[config.mk]
export PLATFORM = sky130hd
export DESIGN_NAME = target_lock_state_machine_core_flat
export DESIGN_NICKNAME = d
export VERILOG_FILES = /design/src/rtl/tlsm_pkg.sv /design/src/rtl/tlsm_if.sv /design/src/rtl/tlsm_cfg_regs.sv /design/src/rtl/tlsm_step.sv /design/src/rtl/target_lock_state_machine_core.sv /design/src/flat_wrapper.sv
export SDC_FILE = /design/constraint.sdc
export NUM_CORES = 1
export LEC_CHECK = 0
export BUFFER_PORTS_ARGS = -buffer_cell sky130_fd_sc_hd__buf_2
export CORE_MARGIN = 3
export CORE_UTILIZATION = 55
export CTS_BUF_LIST = sky130_fd_sc_hd__clkbuf_16
export DETAILED_ROUTE_END_ITERATION = 6
export PLACE_DENSITY = 0.74
export SETUP_SLACK_MARGIN = 0.15
export SLEW_MARGIN = 20
export SYNTH_ARGS = -nofsm -noshare
export SYNTH_HDL_FRONTEND = slang
export SYNTH_SLANG_ARGS = --single-unit
[constraint.sdc]
create_clock -name clk -period 5 [get_ports clk]
set_input_delay 1 -clock clk [delete_from_list [all_inputs] [get_ports clk]]
set_output_delay 1 -clock clk [all_outputs]
set_load 0.05 [all_outputs]
[src/rtl/tlsm_pkg.sv]
// Shared types, codes and reset values for the target lock state machine.
package tlsm_pkg;

    typedef enum logic [2:0] {
        MODE_LOST      = 3'd0,
        MODE_DETECTING = 3'd1,
        MODE_TRACKING  = 3'd2,
        MODE_COASTING  = 3'd3,
        MODE_SWITCHING = 3'd4
    } mode_t;

    localparam int CFG_IDX_W = 3;
    localparam int CFG_DATA_W = 16;

    typedef enum logic [CFG_IDX_W-1:0] {
        CFG_LOST_TIMEOUT   = 3'd0,
        CFG_MIN_DETECT     = 3'd1,
        CFG_NORMAL_LIMIT   = 3'd2,
        CFG_OUTPOST_LIMIT  = 3'd3,
        CFG_SWITCH_TIMEOUT = 3'd4,
        CFG_OUTPOST_CLASS  = 3'd5
    } cfg_idx_t;

    localparam logic [15:0] RST_LOST_TIMEOUT   = 16'd100;
    localparam logic [7:0]  RST_MIN_DETECT     = 8'd5;
    localparam logic [7:0]  RST_NORMAL_LIMIT   = 8'd20;
    localparam logic [7:0]  RST_OUTPOST_LIMIT  = 8'd60;
    localparam logic [7:0]  RST_SWITCH_TIMEOUT = 8'd200;
    localparam logic [3:0]  RST_OUTPOST_CLASS  = 4'd6;
    localparam logic [2:0]  RST_PRIORITY       = 3'd5;

    typedef struct packed {
        logic [15:0] lost_timeout_ms;
        logic [7:0]  min_detect_frames;
        logic [7:0]  normal_lost_limit;
        logic [7:0]  outpost_lost_limit;
        logic [7:0]  switch_timeout_frames;
        logic [3:0]  outpost_class_code;
    } cfg_t;

    typedef struct packed {
        mode_t       mode;
        mode_t       prior_mode;
        logic [7:0]  detect_cnt;
        logic [7:0]  miss_cnt;
        logic [3:0]  locked_class;
        logic        locked_size;
        logic [2:0]  locked_priority;
        logic [2:0]  wanted_priority;
    } track_st_t;

    typedef struct packed {
        logic [15:0]        frame_interval_ms;
        logic               main_any;
        logic [2:0]         main_best_priority;
        logic [3:0]         main_best_class;
        logic               main_best_size;
        logic               main_match;
        logic               side_any;
        logic [2:0]         side_best_priority;
        logic signed [15:0] side_delta_yaw;
        logic signed [15:0] side_delta_pitch;
        logic               filter_converged;
        logic               filter_diverged;
    } frame_item_t;

    typedef struct packed {
        logic [2:0]         track_state;
        logic               target_valid;
        logic [3:0]         locked_class_out;
        logic               locked_size_out;
        logic [2:0]         locked_priority_out;
        logic               reinit_target;
        logic               switch_request;
        logic signed [15:0] switch_delta_yaw;
        logic signed [15:0] switch_delta_pitch;
    } track_res_t;

    function automatic logic [7:0] sat_inc(input logic [7:0] c);
        return (c == 8'hFF) ? 8'hFF : c + 8'd1;
    endfunction

endpackage

[src/rtl/tlsm_if.sv]
// Valid/ready channel interfaces for frame summaries and track results.
interface tlsm_in_if;
    logic               valid;
    logic               ready;
    logic [15:0]        frame_interval_ms;
    logic               main_any;
    logic [2:0]         main_best_priority;
    logic [3:0]         main_best_class;
    logic               main_best_size;
    logic               main_match;
    logic               side_any;
    logic [2:0]         side_best_priority;
    logic signed [15:0] side_delta_yaw;
    logic signed [15:0] side_delta_pitch;
    logic               filter_converged;
    logic               filter_diverged;

    modport source (
        output valid, frame_interval_ms, main_any, main_best_priority, main_best_class,
               main_best_size, main_match, side_any, side_best_priority, side_delta_yaw,
               side_delta_pitch, filter_converged, filter_diverged,
        input  ready
    );
    modport sink (
        input  valid, frame_interval_ms, main_any, main_best_priority, main_best_class,
               main_best_size, main_match, side_any, side_best_priority, side_delta_yaw,
               side_delta_pitch, filter_converged, filter_diverged,
        output ready
    );
endinterface

interface tlsm_out_if;
    logic               valid;
    logic               ready;
    logic [2:0]         track_state;
    logic               target_valid;
    logic [3:0]         locked_class_out;
    logic               locked_size_out;
    logic [2:0]         locked_priority_out;
    logic               reinit_target;
    logic               switch_request;
    logic signed [15:0] switch_delta_yaw;
    logic signed [15:0] switch_delta_pitch;

    modport source (
        output valid, track_state, target_valid, locked_class_out, locked_size_out,
               locked_priority_out, reinit_target, switch_request, switch_delta_yaw,
               switch_delta_pitch,
        input  ready
    );
    modport sink (
        input  valid, track_state, target_valid, locked_class_out, locked_size_out,
               locked_priority_out, reinit_target, switch_request, switch_delta_yaw,
               switch_delta_pitch,
        output ready
    );
endinterface

[src/rtl/tlsm_cfg_regs.sv]
// Configuration register file with write-only access.
module tlsm_cfg_regs (
    input  logic                             clk,
    input  logic                             rst_n,
    input  logic                             cfg_we,
    input  logic [tlsm_pkg::CFG_IDX_W-1:0]   cfg_index,
    input  logic [tlsm_pkg::CFG_DATA_W-1:0]  cfg_wdata,
    output tlsm_pkg::cfg_t                   cfg
);

    tlsm_pkg::cfg_t cfg_reg;
    tlsm_pkg::cfg_t cfg_next;

    always_comb
    begin
        cfg_next = cfg_reg;
        if (cfg_we)
        begin
            unique case (tlsm_pkg::cfg_idx_t'(cfg_index))
                tlsm_pkg::CFG_LOST_TIMEOUT:   cfg_next.lost_timeout_ms       = cfg_wdata;
                tlsm_pkg::CFG_MIN_DETECT:     cfg_next.min_detect_frames     = cfg_wdata[7:0];
                tlsm_pkg::CFG_NORMAL_LIMIT:   cfg_next.normal_lost_limit     = cfg_wdata[7:0];
                tlsm_pkg::CFG_OUTPOST_LIMIT:  cfg_next.outpost_lost_limit    = cfg_wdata[7:0];
                tlsm_pkg::CFG_SWITCH_TIMEOUT: cfg_next.switch_timeout_frames = cfg_wdata[7:0];
                tlsm_pkg::CFG_OUTPOST_CLASS:  cfg_next.outpost_class_code    = cfg_wdata[3:0];
                default:                      cfg_next = cfg_reg;
            endcase
        end
    end

    always_ff @(posedge clk or negedge rst_n)
    begin
        if (!rst_n)
        begin
            cfg_reg.lost_timeout_ms       <= tlsm_pkg::RST_LOST_TIMEOUT;
            cfg_reg.min_detect_frames     <= tlsm_pkg::RST_MIN_DETECT;
            cfg_reg.normal_lost_limit     <= tlsm_pkg::RST_NORMAL_LIMIT;
            cfg_reg.outpost_lost_limit    <= tlsm_pkg::RST_OUTPOST_LIMIT;
            cfg_reg.switch_timeout_frames <= tlsm_pkg::RST_SWITCH_TIMEOUT;
            cfg_reg.outpost_class_code    <= tlsm_pkg::RST_OUTPOST_CLASS;
        end
        else
        begin
            cfg_reg <= cfg_next;
        end
    end

    assign cfg = cfg_reg;

endmodule

[src/rtl/tlsm_step.sv]
// Per-frame next-state and result logic of the track state machine.
module tlsm_step (
    input  tlsm_pkg::cfg_t        cfg,
    input  tlsm_pkg::track_st_t   st,
    input  tlsm_pkg::frame_item_t item,
    output tlsm_pkg::track_st_t   st_next,
    output tlsm_pkg::track_res_t  res
);

    always_comb
    begin
        tlsm_pkg::track_st_t nxt;
        tlsm_pkg::mode_t     m_sel;
        tlsm_pkg::mode_t     m_run;
        logic                found;
        logic                take_main;
        logic                sw;
        logic [7:0]          cnt;
        logic [7:0]          limit;

        nxt       = st;
        found     = 1'b0;
        take_main = 1'b0;
        sw        = 1'b0;
        cnt       = 8'd0;
        limit     = 8'd0;

        // Frame-gap timeout drops any live track.
        m_sel = st.mode;
        if (st.mode != tlsm_pkg::MODE_LOST && item.frame_interval_ms > cfg.lost_timeout_ms)
            m_sel = tlsm_pkg::MODE_LOST;

        priority if (m_sel == tlsm_pkg::MODE_LOST)
        begin
            found     = item.main_any;
            take_main = item.main_any;
        end
        else if (m_sel == tlsm_pkg::MODE_TRACKING && item.main_any &&
                 item.main_best_priority < st.locked_priority)
        begin
            found     = 1'b1;
            take_main = 1'b1;
        end
        else if (m_sel == tlsm_pkg::MODE_TRACKING && item.side_any &&
                 item.side_best_priority < st.locked_priority && item.filter_converged)
        begin
            m_sel               = tlsm_pkg::MODE_SWITCHING;
            nxt.wanted_priority = item.side_best_priority;
            sw                  = 1'b1;
        end
        else if (m_sel == tlsm_pkg::MODE_SWITCHING)
        begin
            found = item.main_any && (item.main_best_priority == st.wanted_priority);
        end
        else if (m_sel == tlsm_pkg::MODE_DETECTING && st.prior_mode == tlsm_pkg::MODE_SWITCHING)
        begin
            found     = item.main_any;
            take_main = item.main_any;
        end
        else
        begin
            found = item.main_match;
        end

        if (take_main)
        begin
            nxt.locked_class    = item.main_best_class;
            nxt.locked_size     = item.main_best_size;
            nxt.locked_priority = item.main_best_priority;
        end

        nxt.prior_mode = m_sel;
        limit = (nxt.locked_class == cfg.outpost_class_code) ? cfg.outpost_lost_limit
                                                             : cfg.normal_lost_limit;
        m_run = m_sel;

        unique case (m_sel)
            tlsm_pkg::MODE_LOST:
            begin
                if (found)
                begin
                    m_run          = tlsm_pkg::MODE_DETECTING;
                    nxt.detect_cnt = 8'd1;
                end
            end
            tlsm_pkg::MODE_DETECTING:
            begin
                if (found)
                begin
                    cnt            = tlsm_pkg::sat_inc(st.detect_cnt);
                    nxt.detect_cnt = cnt;
                    if (cnt >= cfg.min_detect_frames)
                        m_run = tlsm_pkg::MODE_TRACKING;
                end
                else
                begin
                    nxt.detect_cnt = 8'd0;
                    m_run          = tlsm_pkg::MODE_LOST;
                end
            end
            tlsm_pkg::MODE_TRACKING:
            begin
                if (!found)
                begin
                    nxt.miss_cnt = 8'd1;
                    m_run        = tlsm_pkg::MODE_COASTING;
                end
            end
            tlsm_pkg::MODE_SWITCHING:
            begin
                if (found)
                    m_run = tlsm_pkg::MODE_DETECTING;
                else
                begin
                    cnt          = tlsm_pkg::sat_inc(st.miss_cnt);
                    nxt.miss_cnt = cnt;
                    if (cnt > cfg.switch_timeout_frames)
                        m_run = tlsm_pkg::MODE_LOST;
                end
            end
            tlsm_pkg::MODE_COASTING:
            begin
                if (found)
                    m_run = tlsm_pkg::MODE_TRACKING;
                else
                begin
                    cnt          = tlsm_pkg::sat_inc(st.miss_cnt);
                    nxt.miss_cnt = cnt;
                    if (cnt > limit)
                        m_run = tlsm_pkg::MODE_LOST;
                end
            end
            default:
                m_run = tlsm_pkg::MODE_LOST;
        endcase

        // Divergence drops the track after the transitions.
        if (m_run != tlsm_pkg::MODE_LOST && item.filter_diverged)
            m_run = tlsm_pkg::MODE_LOST;

        nxt.mode = m_run;
        st_next  = nxt;

        res.track_state         = m_run;
        res.target_valid        = (m_run != tlsm_pkg::MODE_LOST);
        res.locked_class_out    = nxt.locked_class;
        res.locked_size_out     = nxt.locked_size;
        res.locked_priority_out = nxt.locked_priority;
        res.reinit_target       = take_main;
        res.switch_request      = sw;
        res.switch_delta_yaw    = sw ? item.side_delta_yaw : 16'sd0;
        res.switch_delta_pitch  = sw ? item.side_delta_pitch : 16'sd0;
    end

endmodule

[src/rtl/target_lock_state_machine_core.sv]
// Top level of the target lock state machine: input, state and result registers.
// Takes one frame summary per cycle while the output is not stalled and returns one
// result per summary. A summary sits in the input register while the state machine
// logic computes the next track state and the result; both are registered together,
// so the result passes from the input register through the result register to the
// output channel; a new summary can follow in every cycle unless the output stalls.
// The input and result registers separate the two channels, so a stalled result does
// not stop an input transfer while the input register is free. Configuration writes
// take effect on the next cycle and are meant for idle periods only.
module target_lock_state_machine_core (
    input  logic                             clk,
    input  logic                             rst_n,
    input  logic                             cfg_we,
    input  logic [tlsm_pkg::CFG_IDX_W-1:0]   cfg_index,
    input  logic [tlsm_pkg::CFG_DATA_W-1:0]  cfg_wdata,
    tlsm_in_if.sink                          in_ch,
    tlsm_out_if.source                       out_ch
);

    tlsm_pkg::cfg_t        cfg;
    tlsm_pkg::frame_item_t item_reg;
    logic                  item_valid_reg;
    tlsm_pkg::track_st_t   st_reg;
    tlsm_pkg::track_st_t   st_next;
    tlsm_pkg::track_res_t  res_reg;
    tlsm_pkg::track_res_t  res_next;
    logic                  res_valid_reg;
    logic                  advance;
    logic                  in_xfer;

    tlsm_cfg_regs u_cfg (
        .clk       (clk),
        .rst_n     (rst_n),
        .cfg_we    (cfg_we),
        .cfg_index (cfg_index),
        .cfg_wdata (cfg_wdata),
        .cfg       (cfg)
    );

    tlsm_step u_step (
        .cfg     (cfg),
        .st      (st_reg),
        .item    (item_reg),
        .st_next (st_next),
        .res     (res_next)
    );

    // Advance when the held item can move into a free or draining result register.
    assign advance     = item_valid_reg && (!res_valid_reg || out_ch.ready);
    assign in_ch.ready = !item_valid_reg || advance;
    assign in_xfer     = in_ch.valid && in_ch.ready;

    always_ff @(posedge clk or negedge rst_n)
    begin
        if (!rst_n)
            item_valid_reg <= 1'b0;
        else if (in_ch.ready)
            item_valid_reg <= in_ch.valid;
    end

    always_ff @(posedge clk)
    begin
        if (in_xfer)
        begin
            item_reg.frame_interval_ms  <= in_ch.frame_interval_ms;
            item_reg.main_any           <= in_ch.main_any;
            item_reg.main_best_priority <= in_ch.main_best_priority;
            item_reg.main_best_class    <= in_ch.main_best_class;
            item_reg.main_best_size     <= in_ch.main_best_size;
            item_reg.main_match         <= in_ch.main_match;
            item_reg.side_any           <= in_ch.side_any;
            item_reg.side_best_priority <= in_ch.side_best_priority;
            item_reg.side_delta_yaw     <= in_ch.side_delta_yaw;
            item_reg.side_delta_pitch   <= in_ch.side_delta_pitch;
            item_reg.filter_converged   <= in_ch.filter_converged;
            item_reg.filter_diverged    <= in_ch.filter_diverged;
        end
    end

    always_ff @(posedge clk or negedge rst_n)
    begin
        if (!rst_n)
        begin
            st_reg.mode            <= tlsm_pkg::MODE_LOST;
            st_reg.prior_mode      <= tlsm_pkg::MODE_LOST;
            st_reg.detect_cnt      <= 8'd0;
            st_reg.miss_cnt        <= 8'd0;
            st_reg.locked_class    <= 4'd0;
            st_reg.locked_size     <= 1'b0;
            st_reg.locked_priority <= tlsm_pkg::RST_PRIORITY;
            st_reg.wanted_priority <= tlsm_pkg::RST_PRIORITY;
        end
        else if (advance)
        begin
            st_reg <= st_next;
        end
    end

    always_ff @(posedge clk or negedge rst_n)
    begin
        if (!rst_n)
            res_valid_reg <= 1'b0;
        else if (advance)
            res_valid_reg <= 1'b1;
        else if (out_ch.ready)
            res_valid_reg <= 1'b0;
    end

    always_ff @(posedge clk)
    begin
        if (advance)
            res_reg <= res_next;
    end

    assign out_ch.valid               = res_valid_reg;
    assign out_ch.track_state         = res_reg.track_state;
    assign out_ch.target_valid        = res_reg.target_valid;
    assign out_ch.locked_class_out    = res_reg.locked_class_out;
    assign out_ch.locked_size_out     = res_reg.locked_size_out;
    assign out_ch.locked_priority_out = res_reg.locked_priority_out;
    assign out_ch.reinit_target       = res_reg.reinit_target;
    assign out_ch.switch_request      = res_reg.switch_request;
    assign out_ch.switch_delta_yaw    = res_reg.switch_delta_yaw;
    assign out_ch.switch_delta_pitch  = res_reg.switch_delta_pitch;

endmodule

[src/flat_wrapper.sv]
// flat-port wrapper written by rule: the top's interface ports become plain ports
module target_lock_state_machine_core_flat 
  (clk, rst_n, cfg_we, cfg_index, cfg_wdata, in_ch_valid, in_ch_frame_interval_ms, in_ch_main_any, in_ch_main_best_priority, in_ch_main_best_class, in_ch_main_best_size, in_ch_main_match, in_ch_side_any, in_ch_side_best_priority, in_ch_side_delta_yaw, in_ch_side_delta_pitch, in_ch_filter_converged, in_ch_filter_diverged, in_ch_ready, out_ch_valid, out_ch_track_state, out_ch_target_valid, out_ch_locked_class_out, out_ch_locked_size_out, out_ch_locked_priority_out, out_ch_reinit_target, out_ch_switch_request, out_ch_switch_delta_yaw, out_ch_switch_delta_pitch, out_ch_ready);
  tlsm_in_if in_ch_i ();
  tlsm_out_if out_ch_i ();
  input  logic clk;
  input  logic rst_n;
  input  logic cfg_we;
  input  logic [tlsm_pkg::CFG_IDX_W-1:0] cfg_index;
  input  logic [tlsm_pkg::CFG_DATA_W-1:0] cfg_wdata;
  input wire logic [$bits(in_ch_i.valid)-1:0] in_ch_valid;
  input wire logic [$bits(in_ch_i.frame_interval_ms)-1:0] in_ch_frame_interval_ms;
  input wire logic [$bits(in_ch_i.main_any)-1:0] in_ch_main_any;
  input wire logic [$bits(in_ch_i.main_best_priority)-1:0] in_ch_main_best_priority;
  input wire logic [$bits(in_ch_i.main_best_class)-1:0] in_ch_main_best_class;
  input wire logic [$bits(in_ch_i.main_best_size)-1:0] in_ch_main_best_size;
  input wire logic [$bits(in_ch_i.main_match)-1:0] in_ch_main_match;
  input wire logic [$bits(in_ch_i.side_any)-1:0] in_ch_side_any;
  input wire logic [$bits(in_ch_i.side_best_priority)-1:0] in_ch_side_best_priority;
  input wire logic [$bits(in_ch_i.side_delta_yaw)-1:0] in_ch_side_delta_yaw;
  input wire logic [$bits(in_ch_i.side_delta_pitch)-1:0] in_ch_side_delta_pitch;
  input wire logic [$bits(in_ch_i.filter_converged)-1:0] in_ch_filter_converged;
  input wire logic [$bits(in_ch_i.filter_diverged)-1:0] in_ch_filter_diverged;
  output wire logic [$bits(in_ch_i.ready)-1:0] in_ch_ready;
  output wire logic [$bits(out_ch_i.valid)-1:0] out_ch_valid;
  output wire logic [$bits(out_ch_i.track_state)-1:0] out_ch_track_state;
  output wire logic [$bits(out_ch_i.target_valid)-1:0] out_ch_target_valid;
  output wire logic [$bits(out_ch_i.locked_class_out)-1:0] out_ch_locked_class_out;
  output wire logic [$bits(out_ch_i.locked_size_out)-1:0] out_ch_locked_size_out;
  output wire logic [$bits(out_ch_i.locked_priority_out)-1:0] out_ch_locked_priority_out;
  output wire logic [$bits(out_ch_i.reinit_target)-1:0] out_ch_reinit_target;
  output wire logic [$bits(out_ch_i.switch_request)-1:0] out_ch_switch_request;
  output wire logic [$bits(out_ch_i.switch_delta_yaw)-1:0] out_ch_switch_delta_yaw;
  output wire logic [$bits(out_ch_i.switch_delta_pitch)-1:0] out_ch_switch_delta_pitch;
  input wire logic [$bits(out_ch_i.ready)-1:0] out_ch_ready;
  assign in_ch_i.valid = in_ch_valid;
  assign in_ch_i.frame_interval_ms = in_ch_frame_interval_ms;
  assign in_ch_i.main_any = in_ch_main_any;
  assign in_ch_i.main_best_priority = in_ch_main_best_priority;
  assign in_ch_i.main_best_class = in_ch_main_best_class;
  assign in_ch_i.main_best_size = in_ch_main_best_size;
  assign in_ch_i.main_match = in_ch_main_match;
  assign in_ch_i.side_any = in_ch_side_any;
  assign in_ch_i.side_best_priority = in_ch_side_best_priority;
  assign in_ch_i.side_delta_yaw = in_ch_side_delta_yaw;
  assign in_ch_i.side_delta_pitch = in_ch_side_delta_pitch;
  assign in_ch_i.filter_converged = in_ch_filter_converged;
  assign in_ch_i.filter_diverged = in_ch_filter_diverged;
  assign in_ch_ready = in_ch_i.ready;
  assign out_ch_valid = out_ch_i.valid;
  assign out_ch_track_state = out_ch_i.track_state;
  assign out_ch_target_valid = out_ch_i.target_valid;
  assign out_ch_locked_class_out = out_ch_i.locked_class_out;
  assign out_ch_locked_size_out = out_ch_i.locked_size_out;
  assign out_ch_locked_priority_out = out_ch_i.locked_priority_out;
  assign out_ch_reinit_target = out_ch_i.reinit_target;
  assign out_ch_switch_request = out_ch_i.switch_request;
  assign out_ch_switch_delta_yaw = out_ch_i.switch_delta_yaw;
  assign out_ch_switch_delta_pitch = out_ch_i.switch_delta_pitch;
  assign out_ch_i.ready = out_ch_ready;
  target_lock_state_machine_core u_core (.clk(clk), .rst_n(rst_n), .cfg_we(cfg_we), .cfg_index(cfg_index), .cfg_wdata(cfg_wdata), .in_ch(in_ch_i), .out_ch(out_ch_i));
endmodule
==> run_results.csv <==
group,metric,value,unit
timing,finalSetupTns,0,ns
global_route,grt_pass1_wl,30.0,mm
route,drtIter0Drc,283,
critical_path,crit_start,"u_core.u_cfg.cfg[42]",
timing,worst_slew_pin_slew,1.05,ns
layout,n_antenna_cell,0,
placement,dp_slack,0.167,ns
clock_network,cts_made_buffers,17,
pwr,power_density,398,mW/mm^2
logic_synthesis,ys_seq_area_share,61.2,%
logic_synthesis,ys_ff_latch,197,
placement,gp_congestion,0.851,
critical_path,cp_data_arrival_time,5.05,ns
timing,grt_setup_unrepaired,"true",
timing,slew_headroom,29.3,%
placement,place_inst,1038,
placement,port_buffers,135,
pwr,p_leak,4.70,nW
worst_hold_path,hold_path_class,"flop to flop",
die,num_rows,46,
timing,skew,0.00792,ns
route,drc,0,
logic_synthesis,ys.flop_type,"edfxtp_1",
critical_path,r2r_setup_slack,0.27,ns
logic_synthesis,synth.top_cell.area_share,36.7,%
global_route,antenna_found_initial,0,
die,ios,136,
die,core,0.0159,mm^2
logic_synthesis,async_flop_share,44.2,%
timing,fin_crit_sh,94.6,%
critical_path,endpoint,"u_core.st_reg[30]",
critical_path,crit_fanout,3,
timing,clock.fmax,212,MHz
critical_path,critPathCaptureType,"flop",
clock_network,htree_levels,4,
layout,fin_cells,1083,
clock_network,clk_pin_slew,0.07,ns
die,chipHeight,134,um
layout,drive_gt1_share,32.6,%
timing,setup_ws,0.272,ns
route,vias,5844,
logic_synthesis,synthDistinctLibCells,66,
layout,area_growth,19.9,%
route,firstDrtPassIters,4,
logic_synthesis,netlist_instances,694,
clock_network,cts_tree,"built",
logic_synthesis,netlist_top_cells_count,"edfxtp_1, nand2_1, dfrtp_1",
flow_run,maxCapViolations,0,
route,routed_via_density,5.40,
critical_path,rr_endpoint,"u_core.st_reg[30]",
critical_path,ff2ff_path_depth,21,
pwr,peakVddDrop,0.291,mV
clock_network,cts_hold_buf,0,
logic_synthesis,synth_edf_count,110,
die,start_util,56.4,%
logic_synthesis,synthTopCellsByArea,"edfxtp_1, dfrtp_1, ha_1, dfstp_2, mux2_2",
critical_path,cp.required,5.32,ns
logic_synthesis,syn_nets,828,
global_route,grt_pass1_vias,6100,
die,die_w,134,um
layout,largest_register_ffs,64,
timing,hold_violations,0,
global_route,grt_max_degree,59,
critical_path,criticalPathCategory,"flop to flop",
critical_path,worstReg2RegStart,"u_core.u_cfg.cfg[42]",
pwr,power,4.29,mW
placement,dp_hpwl,13.3,mm
route,post_drt_wl_per_cell,17.0,um
route,drt_wl_total,18.4,mm
clock_network,cts_max_path_buffers,2,
global_route,grt.total_usage,21.4,%
die,die-area,0.0179,mm^2
logic_synthesis,syn_avg_cell_area,13.0,um^2
clock_network,root_buffer,"clkbuf_16",
global_route,gr-total-overflow,0,
route,ant_nets,0,
logic_synthesis,yosys_warnings,0,
timing,final.min_clock_period,4.73,ns
outcome,outcome,"complete, no violations",
critical_path,start_kind,"flop",
timing,setup_viol_count_final,0,
clock_network,clk_latency,0.44,ns
timing,timing.final.max_slew_violations,0,
logic_synthesis,yosys.area.top_type,"edfxtp_1",
logic_synthesis,synth_most_common_cell,"edfxtp_1",
logic_synthesis,synth_area,0.00899,mm^2
layout,nNetsFinal,988,
clock_network,clock_sinks,197,
[what timing repair did]
action | CTS | global route
endpoints found under the setup margin | 1 | 3
gates resized for setup | 0 | 19
buffers inserted | 3 | 10
pin swaps | 1 | 10
[worst min path at each step]
| stage | from | endpoint | cells after the start |
|---|---|---|---|
| 2_1_floorplan | u_core.st_reg[28] | u_core.st_reg[28] | 2 |
| 3_5_place_dp | u_core.st_reg[28] | u_core.st_reg[28] | 2 |
| 3_3_place_gp | u_core.st_reg[28] | u_core.st_reg[28] | 2 |
| 5_1_grt | u_core.st_reg[28] | u_core.st_reg[28] | 2 |
| 6_report | u_core.st_reg[28] | u_core.st_reg[28] | 2 |
| 4_1_cts | u_core.st_reg[28] | u_core.st_reg[28] | 2 |
[final cells by class]
class | instances | area [um^2]
multi-input combinational | 437 | 3370
clock inverter | 15 | 173
fill | 1158 | 5160
sequential | 197 | 5510
inverter | 45 | 176
clock buffer | 17 | 425
timing repair buffer | 156 | 861
tap | 216 | 270
[power by group]
part | internal [mW] | total, mW | switching (mW)
sequential | 1.94 | 2.04 | 0.0945
clock | 0.750 | 1.37 | 0.615
combinational | 0.359 | 0.886 | 0.527
total | 3.05 | 4.29 | 1.24
[stage by stage]
step                      utilization, %  instance area [um^2]  hold WS [ns]
final                               67.6                 10800         0.467
after CTS                           66.4                 10600         0.475
after global routing                67.6                 10800         0.495
after detailed placement            62.4                  9960         0.460
after floorplan                        -                  8990         0.432
after global placement              62.4                  9960         0.445
[critical path, cell delays in order (launching register included)]
cell,delay [ns]
dfstp_2,0.53
inv_2,0.05
ha_4,0.26
nand4_1,0.18
nor4_4,0.34
a21boi_4,0.26
o31ai_4,0.09
o21a_4,0.23
buf_4,0.13
buf_4,0.13
o311ai_4,0.30
o2111ai_4,0.20
mux2i_1,0.16
ha_1,0.31
nor2b_1,0.13
o21a_1,0.16
o21a_1,0.16
o21ai_1,0.11
nand3b_1,0.10
a211o_1,0.34
and2_4,0.16
o41ai_2,0.30
[kinds of logic (layout without fill, tap and decap cells)]
kind of cell               after synthesis  in the layout  synth area share [%]
xor gates and xnor gates                12             12                  1.17
DFF                                    197            197                  61.2
and+or+nand+nor                        205            205                  12.2
buffers and inverters                   60            233                  2.57
AOI/OAI and AO/OA                      119            119                  9.34
muxes                                   55             55                  7.07
adders and majority gates               46             46                  6.40
[metal layers]
metal / wire length (um) / track usage (%) / vias up
li1: - / - / 2828
met1: 7640 / 26.9 / 2824
met2: 9300 / 36.0 / 152
met3: 954 / 5.18 / 40
met4: 546 / 8.29 / 0
met5: 0 / 0 / -
[cell usage in the layout, fill, tap and decap left out, drive strengths merged, types with 4 or more instances in the layout]
| cell | netlist | final |
|---|---|---|
| a21o | 5 | 5 |
| a21oi | 25 | 25 |
| a22o | 7 | 7 |
| and2 | 36 | 36 |
| and3 | 4 | 4 |
| buf | 1 | 156 |
| clkbuf | 14 | 17 |
| clkinv | 2 | 5 |
| dfrtp | 67 | 67 |
| dfstp | 20 | 20 |
| edfxtp | 110 | 110 |
| ha | 46 | 46 |
| inv | 43 | 51 |
| mux2 | 44 | 44 |
| mux2i | 11 | 11 |
| nand2 | 72 | 72 |
| nand2b | 12 | 12 |
| nand3 | 9 | 9 |
| nand4 | 8 | 8 |
| nor2 | 22 | 22 |
| nor2b | 12 | 12 |
| nor3 | 9 | 9 |
| o2111ai | 5 | 5 |
| o21a | 7 | 7 |
| o21ai | 46 | 46 |
| xnor2 | 4 | 4 |
| xor2 | 8 | 8 |
No activity file was read; power rests on OpenSTA's default activity.
